**config.mk**
```make
export PLATFORM = sky130hd
export DESIGN_NAME = biquad_iir_filter_unit
export DESIGN_NICKNAME = d
export VERILOG_FILES = /design/src/hw/rtl/biq_pkg.sv /design/src/hw/rtl/biq_csr.sv /design/src/hw/rtl/biq_ctrl.sv /design/src/hw/rtl/biq_datapath.sv /design/src/hw/rtl/biquad_iir_filter_unit.sv
export SDC_FILE = /design/constraint.sdc
export NUM_CORES = 2
export LEC_CHECK = 0
export BUFFER_PORTS_ARGS = -buffer_cell sky130_fd_sc_hd__clkbuf_2
export CAP_MARGIN = 20
export CORE_UTILIZATION = 40
export DETAILED_ROUTE_END_ITERATION = 8
export PLACE_DENSITY = 0.67
export SLEW_MARGIN = 15
export SYNTH_ARGS = -nofsm -noshare
export SYNTH_HDL_FRONTEND = slang
export SYNTH_SLANG_ARGS = --single-unit
```
**constraint.sdc**
```tcl
create_clock -name clock -period 9 [get_ports clock]
set_input_delay 0 -clock clock [delete_from_list [all_inputs] [get_ports clock]]
set_output_delay 0 -clock clock [all_outputs]
set_load 0.05 [all_outputs]
```
**src/hw/rtl/biq_pkg.sv**
```systemverilog
// shared constants, codes and command types of the biquad filter
`timescale 1ns / 1ps

package biq_pkg;

   // default widths and fixed-point format
   localparam int DEF_SAMPLE_WIDTH = 24;
   localparam int DEF_COEF_WIDTH   = 32;
   localparam int FRAC_BITS        = 28;

   // register map
   localparam int NUM_REGS      = 6;
   localparam int REG_NORM_GAIN = 0;
   localparam int REG_FF_COEF_0 = 1;
   localparam int REG_FF_COEF_1 = 2;
   localparam int REG_FF_COEF_2 = 3;
   localparam int REG_FB_COEF_1 = 4;
   localparam int REG_FB_COEF_2 = 5;

   // 1.0 in q4.28
   localparam logic [63:0] UNITY = 64'h0000_0000_1000_0000;

   // operand pair fed to the shared multiplier
   typedef enum logic [2:0] {
      SEL_X0,
      SEL_X1,
      SEL_X2,
      SEL_Y1,
      SEL_Y2,
      SEL_GAIN
   } mul_sel_type;

   // accumulator operation
   typedef enum logic [1:0] {
      ACC_HOLD,
      ACC_CLEAR,
      ACC_ADD,
      ACC_SUB
   } acc_op_type;

   // commands from controller to datapath
   typedef struct packed {
      logic        load_in;
      acc_op_type  acc_op;
      mul_sel_type mul_sel;
      logic        finish;
   } cmd_type;

   // reset value of a coefficient register
   function automatic logic [63:0] coef_reset(input int idx);
      logic [63:0] val;
      val = '0;
      if (idx == REG_NORM_GAIN || idx == REG_FF_COEF_0) begin
         val = UNITY;
      end
      return val;
   endfunction

endpackage

```
**src/hw/rtl/biq_csr.sv**
```systemverilog
// coefficient register file behind the apb-style port
`timescale 1ns / 1ps

module biq_csr #(
   parameter int COEF_WIDTH = biq_pkg::DEF_COEF_WIDTH,
   parameter int CSR_DW     = 32,
   parameter int ADDR_W     = 5,
   parameter int ADDR_LSB   = 2
) (
   input  logic                  clock,
   input  logic                  reset,
   input  logic                  csr_psel,
   input  logic                  csr_penable,
   input  logic                  csr_pwrite,
   input  logic [ADDR_W-1:0]     csr_paddr,
   input  logic [CSR_DW-1:0]     csr_pwdata,
   output logic [CSR_DW-1:0]     csr_prdata,
   output logic                  csr_pready,
   output logic [COEF_WIDTH-1:0] coef [biq_pkg::NUM_REGS]
);
   import biq_pkg::*;

   localparam int IDX_W = ADDR_W - ADDR_LSB;

   logic [COEF_WIDTH-1:0] coef_ff [NUM_REGS];
   logic [IDX_W-1:0]      idx;
   logic                  wr_en;

   assign csr_pready = 1'b1;
   assign idx        = csr_paddr[ADDR_W-1:ADDR_LSB];
   assign wr_en      = csr_psel & csr_penable & csr_pwrite & csr_pready;

   // register writes, indexes past the map are dropped
   always_ff @(posedge clock) begin
      for (int i = 0; i < NUM_REGS; i++) begin
         if (reset) begin
            coef_ff[i] <= COEF_WIDTH'(coef_reset(i));
         end else if (wr_en && idx == IDX_W'(i)) begin
            coef_ff[i] <= csr_pwdata[COEF_WIDTH-1:0];
         end
      end
   end

   // read back, sign extended
   always_comb begin
      csr_prdata = '0;
      if (idx < IDX_W'(NUM_REGS)) begin
         csr_prdata = CSR_DW'(signed'(coef_ff[idx]));
      end
   end

   assign coef = coef_ff;

endmodule

```
**src/hw/rtl/biq_ctrl.sv**
```systemverilog
// sequencer for the shared multiply-accumulate datapath
`timescale 1ns / 1ps

module biq_ctrl (
   input  logic             clock,
   input  logic             reset,
   input  logic             req_tvalid,
   output logic             req_tready,
   output logic             rsp_tvalid,
   input  logic             rsp_tready,
   output biq_pkg::cmd_type cmd
);
   import biq_pkg::*;

   typedef enum logic [3:0] {
      ST_IDLE,
      ST_MUL0,
      ST_MUL1,
      ST_MUL2,
      ST_MUL3,
      ST_MUL4,
      ST_ACC,
      ST_GAIN,
      ST_FIN
   } state_type;

   state_type state_ff, state_in;
   logic      rsp_valid_ff, rsp_valid_in;
   logic      slot_free;

   assign req_tready = (state_ff == ST_IDLE);
   assign rsp_tvalid = rsp_valid_ff;
   assign slot_free  = !rsp_valid_ff || rsp_tready;

   // commands and next state
   always_comb begin
      cmd          = '{load_in: 1'b0, acc_op: ACC_HOLD, mul_sel: SEL_X0, finish: 1'b0};
      state_in     = state_ff;
      case (state_ff)
         ST_IDLE: begin
            if (req_tvalid) begin
               cmd.load_in = 1'b1;
               cmd.acc_op  = ACC_CLEAR;
               state_in    = ST_MUL0;
            end
         end
         ST_MUL0: begin
            cmd.mul_sel = SEL_X0;
            state_in    = ST_MUL1;
         end
         ST_MUL1: begin
            cmd.mul_sel = SEL_X1;
            cmd.acc_op  = ACC_ADD;
            state_in    = ST_MUL2;
         end
         ST_MUL2: begin
            cmd.mul_sel = SEL_X2;
            cmd.acc_op  = ACC_ADD;
            state_in    = ST_MUL3;
         end
         ST_MUL3: begin
            cmd.mul_sel = SEL_Y1;
            cmd.acc_op  = ACC_ADD;
            state_in    = ST_MUL4;
         end
         ST_MUL4: begin
            cmd.mul_sel = SEL_Y2;
            cmd.acc_op  = ACC_SUB;
            state_in    = ST_ACC;
         end
         ST_ACC: begin
            cmd.acc_op = ACC_SUB;
            state_in   = ST_GAIN;
         end
         ST_GAIN: begin
            cmd.mul_sel = SEL_GAIN;
            state_in    = ST_FIN;
         end
         ST_FIN: begin
            // keep the gain product steady while the output stalls
            cmd.mul_sel = SEL_GAIN;
            if (slot_free) begin
               cmd.finish = 1'b1;
               state_in   = ST_IDLE;
            end
         end
         default: begin
            state_in = ST_IDLE;
         end
      endcase
      rsp_valid_in = cmd.finish ? 1'b1 : (rsp_tready ? 1'b0 : rsp_valid_ff);
   end

   // state and output valid
   always_ff @(posedge clock) begin
      if (reset) begin
         state_ff     <= ST_IDLE;
         rsp_valid_ff <= 1'b0;
      end else begin
         state_ff     <= state_in;
         rsp_valid_ff <= rsp_valid_in;
      end
   end

`ifndef NO_ASSERTIONS
   // a finished word never overwrites one still waiting
   a_no_overwrite: assert property (@(posedge clock) disable iff (reset)
      cmd.finish |-> (!rsp_valid_ff || rsp_tready))
      else $error("result overwritten while stalled");

   // a finished word is offered in the next cycle
   a_finish_valid: assert property (@(posedge clock) disable iff (reset)
      cmd.finish |=> rsp_tvalid)
      else $error("finished word not offered");

   // one word at a time: no accept right after an accept
   a_one_item: assert property (@(posedge clock) disable iff (reset)
      (req_tvalid && req_tready) |=> !req_tready)
      else $error("input accepted while busy");

   // the accumulator is cleared only on an accept
   a_clear_on_load: assert property (@(posedge clock) disable iff (reset)
      (cmd.acc_op == ACC_CLEAR) |-> (cmd.load_in && req_tvalid && req_tready))
      else $error("accumulator cleared outside an accept");
`endif

endmodule

```
**src/hw/rtl/biq_datapath.sv**
```systemverilog
// history, shared multiplier, accumulator, gain and saturation
`timescale 1ns / 1ps

module biq_datapath #(
   parameter int SAMPLE_WIDTH = biq_pkg::DEF_SAMPLE_WIDTH,
   parameter int COEF_WIDTH   = biq_pkg::DEF_COEF_WIDTH,
   parameter int TDATA_WIDTH  = 24
) (
   input  logic                   clock,
   input  logic                   reset,
   input  logic [TDATA_WIDTH-1:0] req_tdata,
   input  logic                   req_tlast,
   input  logic [COEF_WIDTH-1:0]  coef [biq_pkg::NUM_REGS],
   input  biq_pkg::cmd_type       cmd,
   output logic [TDATA_WIDTH-1:0] rsp_tdata,
   output logic                   rsp_tlast
);
   import biq_pkg::*;

   localparam int ACC_W = SAMPLE_WIDTH + COEF_WIDTH + 3;
   localparam int SH_W  = (ACC_W > FRAC_BITS) ? ACC_W - FRAC_BITS : 1;
   localparam int MA_W  = (SH_W > SAMPLE_WIDTH) ? SH_W : SAMPLE_WIDTH;
   localparam int P_W   = MA_W + COEF_WIDTH;
   localparam int EXT_W = (P_W > ACC_W) ? P_W : ACC_W;

   localparam logic signed [P_W-1:0] SMAX =
      signed'({{(P_W-SAMPLE_WIDTH+1){1'b0}}, {(SAMPLE_WIDTH-1){1'b1}}});
   localparam logic signed [P_W-1:0] SMIN = ~SMAX;

   logic signed [SAMPLE_WIDTH-1:0] x_ff, x_in, x1_ff, x1_in, x2_ff, x2_in;
   logic signed [SAMPLE_WIDTH-1:0] y1_ff, y1_in, y2_ff, y2_in;
   logic                           last_ff, last_in;
   logic signed [ACC_W-1:0]        acc_ff, acc_in;
   logic signed [P_W-1:0]          prod_ff, prod_in;
   logic [TDATA_WIDTH-1:0]         rsp_data_ff, rsp_data_in;
   logic                           rsp_last_ff, rsp_last_in;

   logic signed [MA_W-1:0]         op_a;
   logic signed [COEF_WIDTH-1:0]   op_b;
   logic signed [ACC_W-1:0]        acc_shift;
   logic signed [SH_W-1:0]         acc_sh;
   logic signed [EXT_W-1:0]        prod_ext;
   logic signed [ACC_W-1:0]        prod_acc;
   logic signed [P_W-1:0]          fin;
   logic [SAMPLE_WIDTH-1:0]        y_bits;

   // accumulator scaled down before the gain multiply
   assign acc_shift = acc_ff >>> FRAC_BITS;
   assign acc_sh    = signed'(acc_shift[SH_W-1:0]);

   // tap product sized to the accumulator
   assign prod_ext = EXT_W'(prod_ff);
   assign prod_acc = signed'(prod_ext[ACC_W-1:0]);

   // gain product scaled down and saturated
   assign fin = prod_ff >>> FRAC_BITS;
   always_comb begin
      if (fin > SMAX) begin
         y_bits = SMAX[SAMPLE_WIDTH-1:0];
      end else if (fin < SMIN) begin
         y_bits = SMIN[SAMPLE_WIDTH-1:0];
      end else begin
         y_bits = fin[SAMPLE_WIDTH-1:0];
      end
   end

   // multiplier operand select
   always_comb begin
      case (cmd.mul_sel)
         SEL_X0: begin
            op_a = MA_W'(x_ff);
            op_b = signed'(coef[REG_FF_COEF_0]);
         end
         SEL_X1: begin
            op_a = MA_W'(x1_ff);
            op_b = signed'(coef[REG_FF_COEF_1]);
         end
         SEL_X2: begin
            op_a = MA_W'(x2_ff);
            op_b = signed'(coef[REG_FF_COEF_2]);
         end
         SEL_Y1: begin
            op_a = MA_W'(y1_ff);
            op_b = signed'(coef[REG_FB_COEF_1]);
         end
         SEL_Y2: begin
            op_a = MA_W'(y2_ff);
            op_b = signed'(coef[REG_FB_COEF_2]);
         end
         SEL_GAIN: begin
            op_a = MA_W'(acc_sh);
            op_b = signed'(coef[REG_NORM_GAIN]);
         end
         default: begin
            op_a = '0;
            op_b = '0;
         end
      endcase
   end

   // next values
   always_comb begin
      prod_in     = op_a * op_b;
      x_in        = x_ff;
      last_in     = last_ff;
      x1_in       = x1_ff;
      x2_in       = x2_ff;
      y1_in       = y1_ff;
      y2_in       = y2_ff;
      rsp_data_in = rsp_data_ff;
      rsp_last_in = rsp_last_ff;

      case (cmd.acc_op)
         ACC_CLEAR: acc_in = '0;
         ACC_ADD:   acc_in = acc_ff + prod_acc;
         ACC_SUB:   acc_in = acc_ff - prod_acc;
         default:   acc_in = acc_ff;
      endcase

      if (cmd.load_in) begin
         x_in    = signed'(req_tdata[SAMPLE_WIDTH-1:0]);
         last_in = req_tlast;
      end

      // result out, history shifts
      if (cmd.finish) begin
         rsp_data_in = TDATA_WIDTH'(y_bits);
         rsp_last_in = last_ff;
         x2_in       = x1_ff;
         x1_in       = x_ff;
         y2_in       = y1_ff;
         y1_in       = signed'(y_bits);
      end
   end

   // history state
   always_ff @(posedge clock) begin
      if (reset) begin
         x1_ff <= '0;
         x2_ff <= '0;
         y1_ff <= '0;
         y2_ff <= '0;
      end else begin
         x1_ff <= x1_in;
         x2_ff <= x2_in;
         y1_ff <= y1_in;
         y2_ff <= y2_in;
      end
   end

   // working and output payload
   always_ff @(posedge clock) begin
      x_ff        <= x_in;
      last_ff     <= last_in;
      acc_ff      <= acc_in;
      prod_ff     <= prod_in;
      rsp_data_ff <= rsp_data_in;
      rsp_last_ff <= rsp_last_in;
   end

   assign rsp_tdata = rsp_data_ff;
   assign rsp_tlast = rsp_last_ff;

endmodule

```
**src/hw/rtl/biquad_iir_filter_unit.sv**
```systemverilog
// top level of the direct form i biquad filter
//
//   channel  direction  handshake            payload
//   req_     in         tvalid / tready      tdata: sample_in, tlast: last_in
//   rsp_     out        tvalid / tready      tdata: sample_out, tlast: last_out
//   csr_     in         apb, pready high     coefficient registers at 4*i, 8*i when COEF_WIDTH > 32
//
// a word passes from accept to output register in steps: five tap products and
// one gain product share a single registered multiplier, stepped by the
// sequencer, plus a step for the last tap sum and a saturate step.
// a new word is taken only in idle, after the previous word has finished its steps.
// the next word is accepted as soon as the sequencer is back in idle, even
// while the previous result still waits in the output register.
// a stalled output holds the final step until the waiting word is taken.
// reset is synchronous; it restores the coefficients and clears the history.
`timescale 1ns / 1ps

module biquad_iir_filter_unit #(
   parameter int SAMPLE_WIDTH = biq_pkg::DEF_SAMPLE_WIDTH,
   parameter int COEF_WIDTH   = biq_pkg::DEF_COEF_WIDTH,
   parameter int TDATA_WIDTH  = ((SAMPLE_WIDTH + 7) / 8) * 8,
   parameter int CSR_DW       = (COEF_WIDTH > 32) ? 64 : 32,
   parameter int ADDR_LSB     = (COEF_WIDTH > 32) ? 3 : 2,
   parameter int ADDR_W       = $clog2(biq_pkg::NUM_REGS << ADDR_LSB)
) (
   input  logic                   clock,
   input  logic                   reset,
   // sample_in [SAMPLE_WIDTH-1:0], zero pad above
   input  logic [TDATA_WIDTH-1:0] req_tdata,
   input  logic                   req_tlast,
   input  logic                   req_tvalid,
   output logic                   req_tready,
   // sample_out [SAMPLE_WIDTH-1:0], zero pad above
   output logic [TDATA_WIDTH-1:0] rsp_tdata,
   output logic                   rsp_tlast,
   output logic                   rsp_tvalid,
   input  logic                   rsp_tready,
   input  logic                   csr_psel,
   input  logic                   csr_penable,
   input  logic                   csr_pwrite,
   input  logic [ADDR_W-1:0]      csr_paddr,
   input  logic [CSR_DW-1:0]      csr_pwdata,
   output logic [CSR_DW-1:0]      csr_prdata,
   output logic                   csr_pready
);
   import biq_pkg::*;

   logic [COEF_WIDTH-1:0] coef [NUM_REGS];
   cmd_type               cmd;

   // coefficient registers
   biq_csr #(
      .COEF_WIDTH (COEF_WIDTH),
      .CSR_DW     (CSR_DW),
      .ADDR_W     (ADDR_W),
      .ADDR_LSB   (ADDR_LSB)
   ) u_csr (
      .clock       (clock),
      .reset       (reset),
      .csr_psel    (csr_psel),
      .csr_penable (csr_penable),
      .csr_pwrite  (csr_pwrite),
      .csr_paddr   (csr_paddr),
      .csr_pwdata  (csr_pwdata),
      .csr_prdata  (csr_prdata),
      .csr_pready  (csr_pready),
      .coef        (coef)
   );

   // sequencer
   biq_ctrl u_ctrl (
      .clock      (clock),
      .reset      (reset),
      .req_tvalid (req_tvalid),
      .req_tready (req_tready),
      .rsp_tvalid (rsp_tvalid),
      .rsp_tready (rsp_tready),
      .cmd        (cmd)
   );

   // arithmetic and history
   biq_datapath #(
      .SAMPLE_WIDTH (SAMPLE_WIDTH),
      .COEF_WIDTH   (COEF_WIDTH),
      .TDATA_WIDTH  (TDATA_WIDTH)
   ) u_datapath (
      .clock     (clock),
      .reset     (reset),
      .req_tdata (req_tdata),
      .req_tlast (req_tlast),
      .coef      (coef),
      .cmd       (cmd),
      .rsp_tdata (rsp_tdata),
      .rsp_tlast (rsp_tlast)
   );

endmodule

```
==> impl_metrics.json <==
{
  "cts_root_buffer": "clkbuf_16",
  "crit_fanout": 9,
  "timing.slew.headroom_pct": 25.3,
  "start_util_pct": 40.3,
  "netlist_area_um2": 57800,
  "async_flop_share_pct": 0,
  "cts_max_level": 2,
  "dpl_cell_area_um2": 65500,
  "ys_types": 91,
  "yosysSeqAreaShare_pct": 18.0,
  "multi_input_comb_area_um2": 42700,
  "viasPerCell": 5.50,
  "pin_count": 129,
  "place_ws_ps": -277,
  "max_freq_mhz": 111,
  "synth_ff_type": "dfxtp_1",
  "worstReg2RegStart": "u_ctrl.state_ff[1]",
  "design_area_um2": 69700,
  "cp_common_cell": "fa_1",
  "worst_slack_ps": 4.50,
  "rsz0062_at_grt": "yes",
  "fillers": 13300,
  "grt_antenna_before_repair": 2,
  "die_w_um": 382,
  "ant_nets": 0,
  "vias": 49200,
  "path_clk_slew_ps": 70,
  "fin_skew_ps": 32.8,
  "arrival_ps": 9520,
  "num_rows": 139,
  "seq_area_um2": 10400,
  "startpoint_type": "flip-flop",
  "required_ps": 9520,
  "io_buffers": 125,
  "grt_usage_pct": 27.1,
  "worst_pin_slew_ps": 1120,
  "drc_errors": 0,
  "vdd_drop_max_uv": 212,
  "globalplace.congestion": 1.01,
  "ff2ff_setup_slack_ps": 4,
  "clockBufferDepth": 3,
  "syn2layout_area_growth_pct": 20.6,
  "timing.final.crit_share_pct": 100,
  "synth_edf_count": 109,
  "worstHoldStart": "req_tdata[8]",
  "status": "completed",
  "p_leak_nw": 32.5,
  "end_kind": "flip-flop",
  "ys_warn_count": 0,
  "syn_inst": 6475,
  "final_cell_mix": "nand2_1 (1117), inv_1 (1104), fa_1 (1022), nor2_1 (589), buf_4 (448)",
  "grt_first_pass_wirelength_um": 301000,
  "hold_class": "input pin to flip-flop",
  "layout_commonest_cell": "nand2_1",
  "grt-ovfl-total": 0,
  "hold_viol": 0,
  "fin_crit_ps": 9000,
  "drive_gt1_share_pct": 15.6,
  "critPathCapture": "u_datapath.prod_ext[61]",
  "finalSetupViolCount": 0,
  "cpPeakStageDelay_ps": 650,
  "first_pass_iters": 8,
  "hpwlAfterDp_um": 159000,
  "crit_start": "u_ctrl.state_ff[1]",
  "drt_iter0_markers": 4849,
  "cts_buffers": 51,
  "grt_max_degree": 115,
  "post-route-util_pct": 48.6,
  "clock-sinks": 465,
  "fin_nets": 8341,
  "core_um2": 143000,
  "insertion_delay_ps": 650,
  "synth_nets": 7835,
  "finalMaxSlewViolations": 0,
  "dieHeight_um": 382,
  "reg2reg_depth": 35,
  "drv_cap": 0,
  "slowest_stage": "fa_2",
  "avgRoutedWirePerCell_um": 22.8,
  "first_global_vias": 50300,
  "cts_tree": "built",
  "dieArea_um2": 146000,
  "worstSetupPathType": "flip-flop to flip-flop",
  "power.density_nw_per_um2": 233,
  "wirelength_um": 204000,
  "syn_avg_cell_area_um2": 8.93,
  "synth-seq-cells": 465,
  "rr_endpoint": "u_datapath.prod_ext[61]"
}
[cell type report]
class                      instances  share of cell area, %
multi-input combinational       4520                   61.3
sequential                       465                   14.9
timing repair buffer             824                   11.8
inverter                        1119                   6.03
tap                             1903                   3.42
clock buffer                      72                   2.14
clock inverter                    24                  0.334
antenna                            5                 0.0179
[power breakdown]
group	switching [mW]	total, mW	internal, mW
Sequential	0.413	2.98	2.57
Clock	0.934	2.16	1.22
Combinational	6.57	11.1	4.51
[timing repair]
| action | in CTS | in global routing |
|---|---|---|
| cloned | 1 | 10 |
| endpoints found under the setup margin | 16 | 29 |
| pin swaps | 3 | 75 |
| buffers inserted | 8 | 69 |
| hold endpoints to repair | 220 | 0 |
| hold buffers | 61 | 0 |
| gates resized for setup | 12 | 157 |
[worst min path at each step]
stage                                      to  cells after the start  slack [ps]
after floorplan            u_datapath.last_ff                      0         100
after global placement     u_datapath.x_ff[0]                      1         180
after detailed placement   u_datapath.last_ff                      1         180
after CTS                 u_datapath.x_ff[22]                      2          40
after global routing       u_datapath.x_ff[8]                      2          70
final                      u_datapath.x_ff[8]                      2          80
[flip-flops by register name, summed over array words and instances (netlist names)]
| register | flops |
|---|---|
| u_csr.coef | 192 |
| u_ctrl.rsp_tvalid | 1 |
| u_ctrl.state_ff | 4 |
| u_datapath.acc_ff | 59 |
| u_datapath.last_ff | 1 |
| u_datapath.prod_ext | 63 |
| u_datapath.rsp_tdata | 24 |
| u_datapath.rsp_tlast | 1 |
| u_datapath.x1_ff | 24 |
| u_datapath.x2_ff | 24 |
| u_datapath.x_ff | 24 |
| u_datapath.y1_ff | 24 |
| u_datapath.y2_ff | 24 |
[logic make-up after synthesis]
group | synth area share, %
AO/OA/AOI/OAI | 11.9
XOR/XNOR | 2.79
adder cells (fa/ha/maj) | 41.5
buffers and inverters | 9.79
flip-flops | 18.0
multiplexers | 2.23
other | 0.00649
AND/OR/NAND/NOR | 13.8
[stage by stage]
stage	cells	setup TNS (ps)	total power, mW	hold slack [ps]
after floorplan	6475	0	9.57	98.9
after global placement	8682	-1210	13.2	178
after detailed placement	8682	-2280	13.4	179
after CTS	8848	-154	15.6	38.9
after global routing	8929	-1000	17.3	71.6
final	8932	0	16.2	82.3
[Yosys cell counts, drive strengths merged (11+ instances only)]
master  number  area share, %
ha         243            5.3
mux4        32            1.2
xnor2      110            1.7
o21a        39           0.51
nor4        13           0.20
o21ai       80           0.72
xor2        74            1.1
nor2       604            3.9
dfxtp      356             12
a21o        96            1.2
nand4       26           0.28
o22ai       33           0.36
or3         12           0.14
nand3       35           0.31
a31oi       15           0.17
clkbuf     313            2.0
and2        23           0.25
nand2     1123            7.3
a221oi      52           0.97
buf         58           0.49
a21oi      416            3.6
a22o        56           0.85
and3        20           0.23
inv       1118            7.3
fa        1048             36
nand2b      28           0.30
o31ai       19           0.26
or2         16           0.18
a211oi      14           0.18
a221o      106            1.8
mux2i       57           0.99
o21bai      16           0.21
nor3        28           0.25
nor2b       11           0.12
edfxtp     109            5.7
[critical path: cells and delay by family (launching register included)]
family,cells,cell delay [ps]
fa+ha+maj,9,4440
compound gates,10,2140
buf+inv,10,1170
xor+xnor,1,130
simple gates,5,630
flops,1,330
[metal layers]
| layer | wire (um) | vias up | GRT usage, % | share of wire (%) |
|---|---|---|---|---|
| met3 | 20800 | 546 | 5.62 | 10 |
| met2 | 93200 | 2447 | 43.7 | 46 |
| li1 | - | 21400 | - | - |
| met4 | 12400 | 0 | 12.9 | 6.1 |
| met5 | 0 | - | 0 | 0 |
| met1 | 77400 | 24800 | 34.8 | 38 |
No activity file was read; power rests on OpenSTA's default activity.
